--- config.mk ---
export PLATFORM = sky130hd
export DESIGN_NAME = biquad_peaking_filter
export DESIGN_NICKNAME = d
export VERILOG_FILES = /design/src/rtl/core/bpf_pkg.sv /design/src/rtl/core/bpf_cfg.sv /design/src/rtl/core/bpf_ctrl.sv /design/src/rtl/core/bpf_dp.sv /design/src/rtl/core/biquad_peaking_filter.sv
export SDC_FILE = /design/constraint.sdc
export NUM_CORES = 2
export LEC_CHECK = 0
export BUFFER_PORTS_ARGS = -buffer_cell sky130_fd_sc_hd__buf_2
export CAP_MARGIN = 30
export CORE_ASPECT_RATIO = 0.8
export CORE_MARGIN = 1.5
export CORE_UTILIZATION = 55
export CTS_CLUSTER_DIAMETER = 50
export DETAILED_ROUTE_END_ITERATION = 10
export HOLD_SLACK_MARGIN = 0.1
export PLACE_DENSITY_LB_ADDON = 0.3
export SLEW_MARGIN = 20
export SYNTH_ARGS = -nofsm -noshare
export SYNTH_HDL_FRONTEND = slang
export SYNTH_SLANG_ARGS = --single-unit
export TNS_END_PERCENT = 1
--- constraint.sdc ---
create_clock -name clk -period 26.4 [get_ports clk]
set_clock_uncertainty 0.15 [all_clocks]
set_input_delay 2.64 -clock clk [delete_from_list [all_inputs] [get_ports clk]]
set_output_delay 2.64 -clock clk [all_outputs]
set_load 0.01 [all_outputs]
--- src/rtl/core/bpf_pkg.sv ---
// Shared types, register codes and arithmetic helpers for the biquad filter.
`timescale 1ns / 1ps

package bpf_pkg;

  localparam int SampleW = 16;
  localparam int CoefW   = 24;
  localparam int StateW  = 40;
  localparam int ProdW   = CoefW + StateW;
  localparam int AccW    = 46;
  localparam int IdxW    = 3;
  localparam int FracSh  = 20;

  localparam logic signed [CoefW-1:0] CoefOne = 24'sd1048576;
  localparam logic signed [AccW-1:0]  StMax   = 46'sd549755813887;
  localparam logic signed [AccW-1:0]  StMin   = -46'sd549755813888;

  typedef enum logic [IdxW-1:0] {
    REG_ENABLE  = 3'd0,
    REG_COEF_B0 = 3'd1,
    REG_COEF_B1 = 3'd2,
    REG_COEF_B2 = 3'd3,
    REG_COEF_A1 = 3'd4,
    REG_COEF_A2 = 3'd5
  } reg_idx_t;

  typedef struct packed {
    logic                    enable;
    logic signed [CoefW-1:0] b0;
    logic signed [CoefW-1:0] b1;
    logic signed [CoefW-1:0] b2;
    logic signed [CoefW-1:0] a1;
    logic signed [CoefW-1:0] a2;
  } coefs_t;

  typedef enum logic [2:0] {
    MUL_B0X,
    MUL_B1X,
    MUL_B2X,
    MUL_A1Y,
    MUL_A2Y
  } mul_sel_t;

  typedef enum logic [2:0] {
    OP_NONE,
    OP_LOAD,
    OP_Y,
    OP_ACC1_START,
    OP_ACC1_FB,
    OP_ACC2_START,
    OP_FINISH,
    OP_PASS
  } dp_op_t;

  typedef struct packed {
    dp_op_t   op;
    mul_sel_t mul_sel;
    logic     prod_en;
  } dp_cmd_t;

  // Saturate a wide intermediate to the signed 40-bit state range.
  function automatic logic signed [StateW-1:0] sat40(input logic signed [AccW-1:0] v);
    logic signed [AccW-1:0] r;
    begin
      if (v > StMax) begin
        r = StMax;
      end else if (v < StMin) begin
        r = StMin;
      end else begin
        r = v;
      end
      sat40 = r[StateW-1:0];
    end
  endfunction

endpackage

--- src/rtl/core/bpf_cfg.sv ---
// Configuration register bank: enable flag and the five filter coefficients.
`timescale 1ns / 1ps

module bpf_cfg
  import bpf_pkg::*;
(
  input  logic                    clk,
  input  logic                    rst,
  input  logic                    cfg_valid,
  output logic                    cfg_ready,
  input  logic [IdxW-1:0]         cfg_index,
  input  logic [CoefW-1:0]        cfg_data,
  output coefs_t                  coefs
);

  assign cfg_ready = 1'b1;

  always_ff @(posedge clk) begin
    if (rst) begin
      coefs.enable <= 1'b0;
      coefs.b0     <= CoefOne;
      coefs.b1     <= '0;
      coefs.b2     <= '0;
      coefs.a1     <= '0;
      coefs.a2     <= '0;
    end else if (cfg_valid) begin
      case (cfg_index)
        REG_ENABLE:  coefs.enable <= cfg_data[0];
        REG_COEF_B0: coefs.b0     <= cfg_data;
        REG_COEF_B1: coefs.b1     <= cfg_data;
        REG_COEF_B2: coefs.b2     <= cfg_data;
        REG_COEF_A1: coefs.a1     <= cfg_data;
        REG_COEF_A2: coefs.a2     <= cfg_data;
        default: ;
      endcase
    end
  end

endmodule

--- src/rtl/core/bpf_ctrl.sv ---
// Sequencer that steps the shared multiplier through one filter update.
`timescale 1ns / 1ps

module bpf_ctrl
  import bpf_pkg::*;
(
  input  logic    clk,
  input  logic    rst,
  input  logic    in_valid,
  output logic    in_ready,
  output logic    out_valid,
  input  logic    out_ready,
  input  logic    enable,
  output dp_cmd_t cmd
);

  typedef enum logic [2:0] {
    S_IDLE,
    S_MUL_B0,
    S_MUL_B1,
    S_MUL_A1,
    S_MUL_B2,
    S_MUL_A2,
    S_FINISH,
    S_PASS
  } state_t;

  state_t state;
  logic   slot_free;
  logic   take;

  assign in_ready  = (state == S_IDLE);
  assign take      = in_valid && in_ready;
  // The output register can be reloaded when empty or when its transfer happens now.
  assign slot_free = !out_valid || out_ready;

  always_comb begin
    cmd = '{op: OP_NONE, mul_sel: MUL_B0X, prod_en: 1'b0};
    case (state)
      S_IDLE:   if (take) cmd.op = OP_LOAD;
      S_MUL_B0: cmd = '{op: OP_NONE,       mul_sel: MUL_B0X, prod_en: 1'b1};
      S_MUL_B1: cmd = '{op: OP_Y,          mul_sel: MUL_B1X, prod_en: 1'b1};
      S_MUL_A1: cmd = '{op: OP_ACC1_START, mul_sel: MUL_A1Y, prod_en: 1'b1};
      S_MUL_B2: cmd = '{op: OP_ACC1_FB,    mul_sel: MUL_B2X, prod_en: 1'b1};
      S_MUL_A2: cmd = '{op: OP_ACC2_START, mul_sel: MUL_A2Y, prod_en: 1'b1};
      S_FINISH: if (slot_free) cmd.op = OP_FINISH;
      S_PASS:   if (slot_free) cmd.op = OP_PASS;
      default: ;
    endcase
  end

  always_ff @(posedge clk) begin
    if (rst) begin
      state     <= S_IDLE;
      out_valid <= 1'b0;
    end else begin
      // In the finishing states a transfer is followed at once by the next result.
      if (out_valid && out_ready && !(state inside {S_FINISH, S_PASS})) begin
        out_valid <= 1'b0;
      end
      case (state)
        S_IDLE: begin
          if (take) begin
            state <= enable ? S_MUL_B0 : S_PASS;
          end
        end
        S_MUL_B0: state <= S_MUL_B1;
        S_MUL_B1: state <= S_MUL_A1;
        S_MUL_A1: state <= S_MUL_B2;
        S_MUL_B2: state <= S_MUL_A2;
        S_MUL_A2: state <= S_FINISH;
        S_FINISH, S_PASS: begin
          if (slot_free) begin
            out_valid <= 1'b1;
            state     <= S_IDLE;
          end
        end
        default: state <= S_IDLE;
      endcase
    end
  end

endmodule

--- src/rtl/core/bpf_dp.sv ---
// Datapath: shared multiplier, accumulators, delay state and output register.
`timescale 1ns / 1ps

module bpf_dp
  import bpf_pkg::*;
(
  input  logic                      clk,
  input  logic                      rst,
  input  dp_cmd_t                   cmd,
  input  coefs_t                    coefs,
  input  logic signed [SampleW-1:0] sample_in,
  input  logic                      clear_state,
  output logic signed [SampleW-1:0] sample_out,
  output logic                      clipped
);

  logic signed [SampleW-1:0] x;
  logic signed [StateW-1:0]  y;
  logic signed [StateW-1:0]  delay_one;
  logic signed [StateW-1:0]  delay_two;
  logic signed [AccW-1:0]    acc1;
  logic signed [AccW-1:0]    acc2;
  logic signed [ProdW-1:0]   prod;

  logic signed [CoefW-1:0]   mul_a;
  logic signed [StateW-1:0]  mul_b;
  logic signed [ProdW-1:0]   mul_p;
  logic signed [StateW-1:0]  x_ext;
  logic signed [ProdW-1:0]   prod_rnd;
  logic signed [AccW-1:0]    fb;
  logic signed [AccW-1:0]    y_sum;
  logic signed [AccW-1:0]    n2;
  logic signed [StateW:0]    y_rnd;
  logic signed [SampleW+4:0] q;
  logic signed [SampleW-1:0] q_sat;
  logic                      q_clip;

  assign x_ext = StateW'(x);

  always_comb begin
    case (cmd.mul_sel)
      MUL_B0X: begin mul_a = coefs.b0; mul_b = x_ext; end
      MUL_B1X: begin mul_a = coefs.b1; mul_b = x_ext; end
      MUL_B2X: begin mul_a = coefs.b2; mul_b = x_ext; end
      MUL_A1Y: begin mul_a = coefs.a1; mul_b = y;     end
      MUL_A2Y: begin mul_a = coefs.a2; mul_b = y;     end
      default: begin mul_a = '0;       mul_b = '0;    end
    endcase
  end

  assign mul_p = mul_a * mul_b;

  // Feedback products come back to the state scale with round half up.
  assign prod_rnd = prod + ProdW'(64'sd524288);
  assign fb       = AccW'($signed(prod_rnd[ProdW-1:FracSh]));

  assign y_sum = AccW'($signed(prod[StateW-1:0])) + AccW'(delay_one);
  assign n2    = acc2 - fb;

  assign y_rnd = StateW'(y) + (StateW+1)'(524288);
  assign q     = y_rnd[StateW:FracSh];

  always_comb begin
    if (q > (SampleW+5)'(32767)) begin
      q_sat  = 16'sh7fff;
      q_clip = 1'b1;
    end else if (q < -(SampleW+5)'(32768)) begin
      q_sat  = 16'sh8000;
      q_clip = 1'b1;
    end else begin
      q_sat  = q[SampleW-1:0];
      q_clip = 1'b0;
    end
  end

  always_ff @(posedge clk) begin
    if (cmd.prod_en) begin
      prod <= mul_p;
    end
    case (cmd.op)
      OP_LOAD:       x    <= sample_in;
      OP_Y:          y    <= sat40(y_sum);
      OP_ACC1_START: acc1 <= AccW'($signed(prod[StateW-1:0])) + AccW'(delay_two);
      OP_ACC1_FB:    acc1 <= acc1 - fb;
      OP_ACC2_START: acc2 <= AccW'($signed(prod[StateW-1:0]));
      OP_FINISH: begin
        sample_out <= q_sat;
        clipped    <= q_clip;
      end
      OP_PASS: begin
        sample_out <= x;
        clipped    <= 1'b0;
      end
      default: ;
    endcase
  end

  always_ff @(posedge clk) begin
    if (rst) begin
      delay_one <= '0;
      delay_two <= '0;
    end else if (cmd.op == OP_LOAD && clear_state) begin
      delay_one <= '0;
      delay_two <= '0;
    end else if (cmd.op == OP_FINISH) begin
      delay_one <= sat40(acc1);
      delay_two <= sat40(n2);
    end
  end

endmodule

--- src/rtl/core/biquad_peaking_filter.sv ---
// Top level of the fixed-point biquad filter section.
`timescale 1ns / 1ps

// Second-order IIR section in transposed direct form II on signed Q1.15 samples,
// with Q4.20 coefficients and 40-bit delay state. With filtering enabled one
// multiplier of 24 by 40 bits is shared by the five products b0*x, b1*x, a1*y,
// b2*x and a2*y, one each cycle, followed by a finishing step that updates the
// delay state and loads the output register once that register is free. With
// filtering disabled the sample is passed straight to the output register. A new
// sample is taken as soon as the previous result sits in the output register, and
// configuration writes complete in the cycle they are offered.
module biquad_peaking_filter
  import bpf_pkg::*;
(
  input  logic                      clk,
  input  logic                      rst,
  input  logic                      in_valid,
  output logic                      in_ready,
  input  logic signed [SampleW-1:0] sample_in,
  input  logic                      clear_state,
  output logic                      out_valid,
  input  logic                      out_ready,
  output logic signed [SampleW-1:0] sample_out,
  output logic                      clipped,
  input  logic                      cfg_valid,
  output logic                      cfg_ready,
  input  logic [IdxW-1:0]           cfg_index,
  input  logic [CoefW-1:0]          cfg_data
);

  coefs_t  coefs;
  dp_cmd_t cmd;

  bpf_cfg u_cfg (
    .clk       (clk),
    .rst       (rst),
    .cfg_valid (cfg_valid),
    .cfg_ready (cfg_ready),
    .cfg_index (cfg_index),
    .cfg_data  (cfg_data),
    .coefs     (coefs)
  );

  bpf_ctrl u_ctrl (
    .clk       (clk),
    .rst       (rst),
    .in_valid  (in_valid),
    .in_ready  (in_ready),
    .out_valid (out_valid),
    .out_ready (out_ready),
    .enable    (coefs.enable),
    .cmd       (cmd)
  );

  bpf_dp u_dp (
    .clk         (clk),
    .rst         (rst),
    .cmd         (cmd),
    .coefs       (coefs),
    .sample_in   (sample_in),
    .clear_state (clear_state),
    .sample_out  (sample_out),
    .clipped     (clipped)
  );

`ifndef SYNTHESIS
  // Only one sample is in flight, so an input transfer closes the input side.
  a_one_in_flight: assert property (@(posedge clk) disable iff (rst)
    in_valid && in_ready |=> !in_ready)
    else $error("input accepted while a sample is still in work");

  // A clipped result must sit on one of the two saturation limits.
  a_clip_at_limit: assert property (@(posedge clk) disable iff (rst)
    out_valid && clipped |-> (sample_out == 16'sh7fff || sample_out == 16'sh8000))
    else $error("clip flag raised on an unsaturated result");

  // Reset leaves no result pending and the input side open.
  a_reset_idle: assert property (@(posedge clk)
    rst |=> !out_valid && in_ready)
    else $error("block not idle after reset");
`endif

endmodule

==> results_dict.tcl <==
set metrics [dict create \
    tightest_slew_ns 1.07 \
    overflow 0 \
    synth_edf_count 223 \
    critPathLaunch "u_ctrl.state[2]" \
    clk-insertion-delay-late_ns 0.68 \
    rows 106 \
    critPathKind "flop to flop" \
    arrival_ns 11.34 \
    timing.rr.end "u_dp.prod[63]" \
    status "completed" \
    synth_warnings 0 \
    setup_tns_ns 0 \
    via_count 47660 \
    initial_core_util 0.557 \
    syn_inst 6592 \
    clk_path_buf_depth 3 \
    port_buffers 67 \
    endpoint "u_dp.prod[63]" \
    fmax_mhz 89.8 \
    io_pins 69 \
    syn_area_sq_um 58400 \
    grt_pass1_vias 48253 \
    maxSlewViolCount 0 \
    dp.cells 7831 \
    clockRootBuffer "clkbuf_16" \
    wirelength_microns 181000 \
    synth_ff_type "edfxtp_1" \
    coreArea_sq_um 105000 \
    ctsHtreeMaxLevel 2 \
    hpwl_microns 140000 \
    drcViolationCount 0 \
    hold_viol 0 \
    track_usage 0.342 \
    drt_iter0_markers 5174 \
    hold_depth 2 \
    final_layout_size_suffix_gt1_frac 0.0579 \
    reg2reg_slack_ns 15.27 \
    r2r_cells 32 \
    required_ns 26.61 \
    synth_cell_types 85 \
    crit_top_cell "fa_1" \
    areaGrowthSynthToFinish_pct 6.96 \
    hold_buffers 0 \
    wl_per_cell_microns 22.8 \
    start_kind "flop" \
    firstDrtPassIters 6 \
    synth_nets 7941 \
    grt_max_degree 83 \
    nNetsFinal 7841 \
    cts_buffers 57 \
    min_period_over_period 0.422 \
    clock_sinks 428 \
    worst-path-max-fanout 52 \
    critPathSlowestCell "a21oi_1" \
    ys_seq_elements 428 \
    antenna_found_initial 4 \
    rsz0062_at_grt "false" \
    dieArea_sq_um 108000 \
    cts.clk_slew.worst_paths_ns 0.06 \
    end_kind "flop" \
    antenna_left 0 \
    cts_tree "yes" \
    finalWeightedCongestion 1.01 \
    maxCapViolCount 0 \
    syn_avg_cell_area_sq_um 8.86 \
    die_x_microns 367 \
    hp-class "flop to flop" \
    synth-async-reset-ratio 0 \
    avgViaCountPerCell 5.99 \
    fin_crit_ns 11.13 \
    die_h_microns 295 \
    stdcell_count 7951 \
    cts_setup_buffers 0 \
    hold_slack_ns 0.304 \
    r2r-start "u_ctrl.state[2]" \
    max_slew_margin 0.286 \
    final-setup-viol-count 0 \
    yosysSeqAreaShare 0.185 \
    cts_resized 0 \
    crit_path_max_incr_delay_ns 0.76 \
    grt_first_pass_wirelength_microns 283000 \
]
worst max-delay path: cells and delay by family (launching register included):
family	cells	cell delay, ns
simple gates	9	1.56
compound gates	6	2.46
buf+inv	8	1.75
flops	1	0.61
xor+xnor	1	0.09
fa+ha+maj	8	4.10
layer usage:
metal / wire length [microns] / up-vias / GRT usage / part of all wire
li1: - / 20989 / - / -
met1: 71200 / 23452 / 0.451 / 0.39
met2: 76500 / 2657 / 0.508 / 0.42
met3: 24400 / 558 / 0.122 / 0.13
met4: 9060 / 4 / 0.146 / 0.050
met5: 228 / - / 0.0139 / 0.0013
cells in the final DEF (no fill, tap or decap), drive strengths merged, types with 172 or more instances in the layout:
cell       n
a21o     172
fa       963
inv     1054
ha       337
buf      174
nand2   1033
o21ai    209
edfxtp   223
a21oi    459
dfxtp    205
nor2     531
cell usage after synthesis, drive strengths merged (40+ instances only):
cell type | number | share of area
inv | 1041 | 0.067
nand2 | 1033 | 0.066
fa | 963 | 0.33
nor2 | 531 | 0.034
a21oi | 459 | 0.040
ha | 337 | 0.072
clkbuf | 315 | 0.020
edfxtp | 223 | 0.11
o21ai | 209 | 0.018
dfxtp | 205 | 0.070
a21o | 172 | 0.022
xnor2 | 157 | 0.024
xor2 | 121 | 0.018
nand3 | 75 | 0.0064
and2 | 62 | 0.0066
o21a | 47 | 0.0060
and3 | 42 | 0.0045
nor3 | 40 | 0.0035
sequential cells by signal, indices dropped and copies added, names as in the netlist, 40 cells and up:
register,cells
u_dp.y,40
u_cfg.coefs,121
u_dp.acc2,40
u_dp.delay_two,40
u_dp.prod,64
u_dp.acc1,46
u_dp.delay_one,40
layout make-up:
type | count | area (sq um)
clock inverter | 36 | 440
fill | 8974 | 42400
antenna | 6 | 15.0
timing repair buffer | 176 | 1220
multi-input combinational | 4788 | 42700
clock buffer | 72 | 1610
sequential | 428 | 10800
inverter | 1041 | 3910
tap | 1404 | 1760
cells by family after synthesis:
group / Yosys count / synth area share
buf+inv: 1376 / 0.0889
mux: 38 / 0.00685
other cells: 1 / 0.0000642
xor+xnor: 278 / 0.0418
simple gates: 1942 / 0.139
compound gates: 1225 / 0.135
flops: 428 / 0.185
fa+ha+maj: 1304 / 0.403
how the worst min path moves through the flow:
stage                      from          endpoint  slack (ns)
5_1_grt         u_cfg.coefs[35]   u_cfg.coefs[35]        0.32
3_3_place_gp   u_cfg.coefs[112]  u_cfg.coefs[112]        0.29
4_1_cts         u_cfg.coefs[11]   u_cfg.coefs[11]        0.31
6_report        u_cfg.coefs[11]   u_cfg.coefs[11]        0.30
3_5_place_dp   u_cfg.coefs[101]  u_cfg.coefs[101]        0.30
2_1_floorplan   u_cfg.coefs[78]   u_cfg.coefs[78]        0.29
through the flow:
stage	setup WS, ns	utilization	cell area, sq um
2_1_floorplan	17.22	-	58400
3_3_place_gp	15.50	0.575	60300
3_5_place_dp	15.43	0.575	60400
4_1_cts	15.35	0.595	62400
5_1_grt	14.59	0.595	62500
6_report	15.27	0.596	62500
Power is left out: the tool's default activity adds up to more than one toggle a clock period on the data nets, which glitch-free logic cannot reach.
